--- config.mk ---
export PLATFORM = sky130hd
export DESIGN_NAME = rfid_access_lockout_unit
export DESIGN_NICKNAME = d
export VERILOG_FILES = /design/src/hw/rtl/ral_pkg.sv /design/src/hw/rtl/ral_match.sv /design/src/hw/rtl/rfid_access_lockout_unit.sv
export SDC_FILE = /design/constraint.sdc
export NUM_CORES = 2
export LEC_CHECK = 0
export ABC_AREA = 1
export CAP_MARGIN = 20
export CORE_UTILIZATION = 54
export DETAILED_ROUTE_END_ITERATION = 16
export DONT_BUFFER_PORTS = 1
export PLACE_DENSITY = 0.69
export RECOVER_POWER = 50
export SLEW_MARGIN = 30
export SYNTH_ARGS = -nofsm -noshare
export SYNTH_HDL_FRONTEND = slang
export SYNTH_SLANG_ARGS = --single-unit
--- constraint.sdc ---
create_clock -name clk -period 6.6 [get_ports clk]
set_clock_uncertainty 0.1 [all_clocks]
set_input_delay 0 -clock clk [delete_from_list [all_inputs] [get_ports clk]]
set_output_delay 0 -clock clk [all_outputs]
set_load 0.01 [all_outputs]
--- src/hw/rtl/ral_pkg.sv ---
package ral_pkg;

	// Card table geometry
	localparam int TABLE_DEPTH = 16;
	localparam int TBL_IDX_W   = $clog2(TABLE_DEPTH);

	// Command codes
	localparam logic [1:0] CMD_TICK = 2'd0;
	localparam logic [1:0] CMD_POLL = 2'd1;
	localparam logic [1:0] CMD_LOAD = 2'd2;

	// Register indexes (byte address = 4 * index)
	localparam logic [2:0] REG_ENABLE        = 3'd0;
	localparam logic [2:0] REG_POLL_INTERVAL = 3'd1;
	localparam logic [2:0] REG_INHIBIT_TIME  = 3'd2;
	localparam logic [2:0] REG_RELEASE_TIME  = 3'd3;
	localparam logic [2:0] REG_MISS_LIMIT    = 3'd4;
	localparam logic [2:0] REG_MISS_DECAY    = 3'd5;

	// Register reset values
	localparam logic [15:0] RST_POLL_INTERVAL = 16'd500;
	localparam logic [15:0] RST_INHIBIT_TIME  = 16'd3000;
	localparam logic [19:0] RST_RELEASE_TIME  = 20'd60000;
	localparam logic [7:0]  RST_MISS_LIMIT    = 8'd10;
	localparam logic [23:0] RST_MISS_DECAY    = 24'd900000;

	localparam logic [7:0] MISS_MAX = 8'hFF;

	typedef struct packed {
		logic [1:0]  command;
		logic        card_present;
		logic [31:0] card_id;
		logic [3:0]  entry_index;
		logic        entry_valid;
	} in_item_t;

	typedef struct packed {
		logic       poll_accepted;
		logic       open_pulse;
		logic       released;
		logic [3:0] match_index;
		logic [7:0] miss_count;
		logic       locked_out;
	} out_item_t;

	// Table write request
	typedef struct packed {
		logic        en;
		logic [3:0]  index;
		logic [31:0] id;
		logic        valid;
	} tbl_wr_t;

	// Table lookup answer
	typedef struct packed {
		logic                 found;
		logic [TBL_IDX_W-1:0] slot;
	} tbl_hit_t;

endpackage

--- src/hw/rtl/ral_match.sv ---
module ral_match (
	input  logic              clk,
	input  logic              arst_n,
	input  ral_pkg::tbl_wr_t  wr,
	input  logic [31:0]       key,
	output ral_pkg::tbl_hit_t hit
);

	logic [31:0]                      id_q    [ral_pkg::TABLE_DEPTH];
	logic [ral_pkg::TABLE_DEPTH-1:0]  valid_q;
	logic [ral_pkg::TABLE_DEPTH-1:0]  eq;
	logic                             wr_ok;
	logic [ral_pkg::TBL_IDX_W-1:0]    wr_idx;

	assign wr_ok  = wr.en && (int'(wr.index) < ral_pkg::TABLE_DEPTH);
	assign wr_idx = ral_pkg::TBL_IDX_W'(wr.index);

	// Valid bits, cleared at reset
	always_ff @(posedge clk or negedge arst_n) begin
		if (!arst_n) begin
			valid_q <= '0;
		end else if (wr_ok) begin
			valid_q[wr_idx] <= wr.valid;
		end
	end

	// Card ids, no reset: only read behind a set valid bit
	always_ff @(posedge clk) begin
		if (wr_ok) begin
			id_q[wr_idx] <= wr.id;
		end
	end

	// Parallel compare over all slots
	always_comb begin
		for (int k = 0; k < ral_pkg::TABLE_DEPTH; k++) begin
			eq[k] = valid_q[k] && (id_q[k] == key);
		end
	end

	// Lowest matching slot wins
	always_comb begin
		hit.found = |eq;
		hit.slot  = '0;
		for (int k = ral_pkg::TABLE_DEPTH - 1; k >= 0; k--) begin
			if (eq[k]) begin
				hit.slot = ral_pkg::TBL_IDX_W'(k);
			end
		end
	end

endmodule

--- src/hw/rtl/rfid_access_lockout_unit.sv ---
// Channel   Handshake                  Beat
// -------   -------------------------  --------------------------------
// item      start high, busy low       ral_pkg::in_item_t command beat
// result    done high for one cycle    ral_pkg::out_item_t status beat
// config    psel & penable & pwrite    APB register write, 32-bit data
//
// One beat in per cycle; busy stays low. The result passes through the input
// register, then the gate/match/counter logic into the result register.
// State updates land with the result, so the next beat always sees them.
// arst_n clears control state, registers and the table valid bits.
// The result cannot be stalled: done lasts one cycle.
module rfid_access_lockout_unit (
	input  logic               clk,
	input  logic               arst_n,
	input  logic               start,
	output logic               busy,
	input  ral_pkg::in_item_t  item,
	output logic               done,
	output ral_pkg::out_item_t result,
	input  logic               psel,
	input  logic               penable,
	input  logic               pwrite,
	input  logic [4:0]         paddr,
	input  logic [31:0]        pwdata,
	output logic [31:0]        prdata,
	output logic               pready
);

	// Config registers
	logic        enable_q;
	logic [15:0] poll_interval_q;
	logic [15:0] inhibit_time_q;
	logic [19:0] release_time_q;
	logic [7:0]  miss_limit_q;
	logic [23:0] miss_decay_q;
	logic        cfg_wr;
	logic [2:0]  reg_idx;

	// Input stage
	logic              valid_s1;
	ral_pkg::in_item_t item_s1;

	// Block state
	logic [31:0] now_q;
	logic [31:0] last_poll_q;
	logic [31:0] last_detect_q;
	logic [31:0] rel_start_q;
	logic [31:0] miss_timer_q;
	logic        rel_active_q;
	logic        released_q;
	logic [7:0]  misses_q;

	// Result register
	logic               done_q;
	ral_pkg::out_item_t result_q;

	// Datapath
	ral_pkg::tbl_wr_t  tbl_wr;
	ral_pkg::tbl_hit_t hit;
	logic        is_tick;
	logic        is_poll;
	logic        gate;
	logic        expire;
	logic        detect;
	logic        try_match;
	logic        opened;
	logic        missed;
	logic        decay;
	logic [31:0] d_poll;
	logic [31:0] d_detect;
	logic [31:0] d_release;
	logic [31:0] d_miss;
	logic [7:0]  misses_mid;
	logic [7:0]  misses_nxt;
	logic        released_nxt;
	logic        rel_active_nxt;

	assign busy   = 1'b0;
	assign pready = 1'b1;
	assign done   = done_q;
	assign result = result_q;

	// APB write decode
	assign reg_idx = paddr[4:2];
	assign cfg_wr  = psel && penable && pwrite && pready;

	always_ff @(posedge clk or negedge arst_n) begin
		if (!arst_n) begin
			enable_q        <= 1'b0;
			poll_interval_q <= ral_pkg::RST_POLL_INTERVAL;
			inhibit_time_q  <= ral_pkg::RST_INHIBIT_TIME;
			release_time_q  <= ral_pkg::RST_RELEASE_TIME;
			miss_limit_q    <= ral_pkg::RST_MISS_LIMIT;
			miss_decay_q    <= ral_pkg::RST_MISS_DECAY;
		end else if (cfg_wr) begin
			unique case (reg_idx)
				ral_pkg::REG_ENABLE:        enable_q        <= pwdata[0];
				ral_pkg::REG_POLL_INTERVAL: poll_interval_q <= pwdata[15:0];
				ral_pkg::REG_INHIBIT_TIME:  inhibit_time_q  <= pwdata[15:0];
				ral_pkg::REG_RELEASE_TIME:  release_time_q  <= pwdata[19:0];
				ral_pkg::REG_MISS_LIMIT:    miss_limit_q    <= pwdata[7:0];
				ral_pkg::REG_MISS_DECAY:    miss_decay_q    <= pwdata[23:0];
				default: ;
			endcase
		end
	end

	// APB read mux
	always_comb begin
		unique case (reg_idx)
			ral_pkg::REG_ENABLE:        prdata = {31'b0, enable_q};
			ral_pkg::REG_POLL_INTERVAL: prdata = {16'b0, poll_interval_q};
			ral_pkg::REG_INHIBIT_TIME:  prdata = {16'b0, inhibit_time_q};
			ral_pkg::REG_RELEASE_TIME:  prdata = {12'b0, release_time_q};
			ral_pkg::REG_MISS_LIMIT:    prdata = {24'b0, miss_limit_q};
			ral_pkg::REG_MISS_DECAY:    prdata = {8'b0, miss_decay_q};
			default:                    prdata = '0;
		endcase
	end

	// Input register
	always_ff @(posedge clk or negedge arst_n) begin
		if (!arst_n) begin
			valid_s1 <= 1'b0;
		end else begin
			valid_s1 <= start && !busy;
		end
	end

	always_ff @(posedge clk) begin
		if (start && !busy) begin
			item_s1 <= item;
		end
	end

	// Card table
	assign tbl_wr.en    = valid_s1 && (item_s1.command == ral_pkg::CMD_LOAD);
	assign tbl_wr.index = item_s1.entry_index;
	assign tbl_wr.id    = item_s1.card_id;
	assign tbl_wr.valid = item_s1.entry_valid;

	ral_match u_match (
		.clk    (clk),
		.arst_n (arst_n),
		.wr     (tbl_wr),
		.key    (item_s1.card_id),
		.hit    (hit)
	);

	// Poll gate and elapsed times, all modulo 2^32
	assign is_tick   = valid_s1 && (item_s1.command == ral_pkg::CMD_TICK);
	assign is_poll   = valid_s1 && (item_s1.command == ral_pkg::CMD_POLL);
	assign d_poll    = now_q - last_poll_q;
	assign d_detect  = now_q - last_detect_q;
	assign d_release = now_q - rel_start_q;
	assign d_miss    = now_q - miss_timer_q;

	assign gate = is_poll && enable_q
		&& !(d_poll < {16'b0, poll_interval_q})
		&& !(d_detect < {16'b0, inhibit_time_q});
	assign expire    = rel_active_q && (d_release > {12'b0, release_time_q});
	assign detect    = gate && item_s1.card_present;
	assign try_match = detect && (misses_q < miss_limit_q);
	assign opened    = try_match && hit.found;
	assign missed    = try_match && !hit.found;

	// Miss counter: clear on hit, saturating count on miss, then decay
	always_comb begin
		if (opened) begin
			misses_mid = '0;
		end else if (missed && (misses_q != ral_pkg::MISS_MAX)) begin
			misses_mid = misses_q + 8'd1;
		end else begin
			misses_mid = misses_q;
		end
	end

	// A fresh miss resets the timer to now, so it cannot decay this beat
	assign decay = gate && !missed && (misses_mid != 8'd0)
		&& (d_miss > {8'b0, miss_decay_q});
	assign misses_nxt = decay ? (misses_mid - 8'd1) : misses_mid;

	// Release state
	always_comb begin
		priority if (opened) begin
			released_nxt   = 1'b1;
			rel_active_nxt = 1'b1;
		end else if (gate && expire) begin
			released_nxt   = 1'b0;
			rel_active_nxt = 1'b0;
		end else begin
			released_nxt   = released_q;
			rel_active_nxt = rel_active_q;
		end
	end

	// State update
	always_ff @(posedge clk or negedge arst_n) begin
		if (!arst_n) begin
			now_q         <= '0;
			last_poll_q   <= '0;
			last_detect_q <= '0;
			rel_start_q   <= '0;
			miss_timer_q  <= '0;
			rel_active_q  <= 1'b0;
			released_q    <= 1'b0;
			misses_q      <= '0;
		end else begin
			if (is_tick) begin
				now_q <= now_q + 32'd1;
			end
			if (gate) begin
				last_poll_q <= now_q;
			end
			if (detect) begin
				last_detect_q <= now_q;
			end
			if (opened) begin
				rel_start_q <= now_q;
			end
			if (missed || decay) begin
				miss_timer_q <= now_q;
			end
			rel_active_q <= rel_active_nxt;
			released_q   <= released_nxt;
			misses_q     <= misses_nxt;
		end
	end

	// Result register
	always_ff @(posedge clk or negedge arst_n) begin
		if (!arst_n) begin
			done_q <= 1'b0;
		end else begin
			done_q <= valid_s1;
		end
	end

	always_ff @(posedge clk) begin
		if (valid_s1) begin
			result_q.poll_accepted <= gate;
			result_q.open_pulse    <= opened;
			result_q.released      <= released_nxt;
			result_q.match_index   <= opened ? 4'(hit.slot) : 4'd0;
			result_q.miss_count    <= misses_nxt;
			result_q.locked_out    <= misses_nxt >= miss_limit_q;
		end
	end

endmodule

==> impl_metrics.yaml <==
status:
  status: "complete, but fails checks"
  violations: "capacitance limit, slew limit"
min_path:
  hold_start: "pwdata[7]"
  hold_class: "in -> reg"
  hold_depth: 3
cells_and_area:
  final_cells: 6380
  drive_gt1_share_pct: 8.173
  fin_util_pct: 62.67
  syn_to_final_growth_pct: 14.84
  final_nets: 5527
setup_path:
  crit_path_frequent_cell: "o21a_1"
  crit_cells: 29
  startpoint: "item_s1[19]"
  reg2reg_from: "item_s1[19]"
  required_ns: 6.94
  cpPeakStageDelay_ns: 1.29
  critPathSlowestCell: "clkbuf_1"
  critPathArrivalTime_ns: 6.81
  timing_worst_setup_path_type: "reg -> reg"
  start_kind: "register"
  cp_top_family: "simple AND/OR/NAND/NOR gates"
  crit_fanout: 17
  r2r_cells: 29
  cp-end-kind: "register"
  cp_num_buf_inv: 2
floorplan:
  num_rows: 106
  io_pins: 134
  coreArea_mm2: 0.08356
  dieArea_mm2: 0.08561
  die_height_um: 292.6
  die_x_um: 292.6
  start_util_pct: 54.57
logic_synthesis:
  synthXorXnorAreaFrac_pct: 5.340
  synth.largest_area_cell: "edfxtp_1"
  yosysSeqAreaShare_pct: 52.48
  synth_edf_count: 568
  synth_cell_type_count: 66
  synth_top_family_by_area: "simple AND/OR/NAND/NOR gates"
  synth_top_area_share_pct: 37.40
  yosysWarnings: 0
  synthAdderAreaFrac_pct: 6.102
  synth_compound_area_share_pct: 10.35
  ys_top_cells_by_count: "nand2_1, inv_1, edfxtp_1, o21ai_0, nor2_1"
  synth.area.mux_share_pct: 0
  syn_inst: 4945
  synthFlopType: "edfxtp_1"
  post-synth-top-count-cell: "nand2_1"
  synthSimpleGateAreaFrac_pct: 18.24
  synthTopCellsByArea: "edfxtp_1, dfrtp_1, nand2_1"
  async_flop_share_pct: 32.46
  ys_ff_latch: 841
  synth_area_mm2: 0.04560
  syn_avg_cell_area_um2: 9.221
drt:
  firstDrtPassIters: 5
  wl_per_cell_um: 22.01
  drc: 0
  ant_nets: 0
  drt-total-wl_um: 140500
  num_vias: 36810
  viasPerCell: 5.769
  drt-initial-drc-count: 3373
sta:
  hold_slack_ns: 0.02744
  timing_hold_violations_final: 0
  period_share_pct: 98.00
  setup_ws_ns: 0.1319
  finalSetupViolCount: 0
  drv_slew: 525
  fmax_mhz: 154.6
  fin_crit_ns: 6.468
  relSlewSlack_pct: -170.7
  worstMarginPinSlew_ns: 4.060
global_routing:
  grt_pass1_wl_um: 209400
  grt_pass1_vias: 35470
  grt_max_degree: 274
  gr-total-overflow: 0
  antenna_found_initial: 1
  grt_use_total_pct: 32.68
flow_run:
  maxCapViolations: 17
clock_tree:
  cts-root-buf: "clkbuf_16"
  cts.sinks: 841
  cts_tree: "built"
  ctsHtreeMaxLevel: 3
  cts-buffers-inserted: 92
  insertion_delay_ns: 0.72
  cts_max_path_buffers: 3
  clk_pin_slew_ns: 0.06
place:
  dp_hpwl_um: 95870
  gp_congestion: 0.9855
  dp_slack_ns: 0.1140
  numPortBuffers: 0
  placed_cells: 6017
power_and_ir_drop:
  p_total_mw: 17.39
  powerDensity_mw_per_mm2: 332.1
  power_leakage_nw: 22.32
  ir_drop_v: 0.0002758
cells in the final DEF (no fill, tap or decap), types with 17 or more instances in the layout:
cell type	instances
dfstp_2	33
buf_4	99
clkinv_2	17
nor2_1	273
o22ai_1	84
edfxtp_1	568
a211oi_1	25
o21ai_0	334
nor4_1	44
a221oi_1	29
inv_1	672
a22oi_1	18
clkbuf_16	94
dlygate4sd3_1	174
a21oi_1	170
or2_2	47
nand3_1	170
clkbuf_1	55
nand2_1	1192
xnor2_1	163
dfrtp_1	239
nor3_1	46
inv_2	32
nand4_1	88
a22o_1	33
xor2_1	115
ha_1	210
worst paths after layout:
check / slack, ns / endpoint
min in group asynchronous: 1.91 / u_match.valid_q[1]
worst max register to register: 0.13 / result[0]
max in group asynchronous: 0.81 / miss_decay_q[20]
worst min-delay path: 0.03 / poll_interval_q[7]
worst min register to register: 0.37 / rel_active_q
worst max-delay path: 0.13 / result[0]
flip-flops by register name (all words and copies together) (netlist names):
| name | count |
|---|---|
| released_q | 1 |
| miss_limit_q | 8 |
| misses_q | 8 |
| rel_start_q | 32 |
| result | 16 |
| rel_active_q | 1 |
| miss_decay_q | 24 |
| now_q | 32 |
| last_poll_q | 32 |
| last_detect_q | 32 |
| u_match.valid_q | 16 |
| item_s1 | 40 |
| release_time_q | 20 |
| inhibit_time_q | 16 |
| poll_interval_q | 16 |
| valid_s1 | 1 |
| done | 1 |
| miss_timer_q | 32 |
| u_match.id_q | 512 |
| enable_q | 1 |
cell families (layout without fill, tap and decap cells):
family,count (synthesis),after routing
buffers and inverters,846,1191
DFF,841,841
other,2,12
xor gates and xnor gates,278,278
AOI/OAI and AO/OA,801,801
and+or+nand+nor,1957,1957
adders and majority gates,220,220
final cells by class:
class,count,area [um2]
multi-input combinational,3266,18540
antenna,2,5.005
sequential,841,23930
fill,6887,31190
clock inverter,45,484.2
tap,1080,1351
timing repair buffer,318,2889
clock buffer,123,2521
inverter,705,2646
report_power, final:
group / switching (mW) / internal (mW) / leakage, nW
clock: 2.24 / 2.91 / 1.46
combinational: 3.78 / 2.27 / 12.1
sequential: 0.206 / 5.98 / 8.73
total: 6.23 / 11.2 / 22.3
through the flow:
step	setup TNS (ns)	cell area, um2
floorplan	0	45630
global placement	0	47300
detailed placement	0	47330
CTS	0	52100
global route	-0.1155	52360
finish	0	52370
layer usage:
metal	up-vias	track usage (%)	part of all wire (%)
li1	17190	-	-
met1	17500	40.10	38
met2	1694	55.66	48
met3	430	4.750	7.4
met4	0	17.72	6.1
met5	-	0	0
tightest hold or removal path, delay by kind of cell:
family                 cells  cell delay (ns)
AOI/OAI and AO/OA          1             0.10
buffers and inverters      2             0.70
repair_timing:
action,4_1_cts,5_1_grt
setup endpoints to repair,0,1
setup buffers,0,11
hold buffers,173,3
hold endpoints to repair,439,73
resized for setup,0,38
Note: power is estimated with default switching activity, not from simulation.
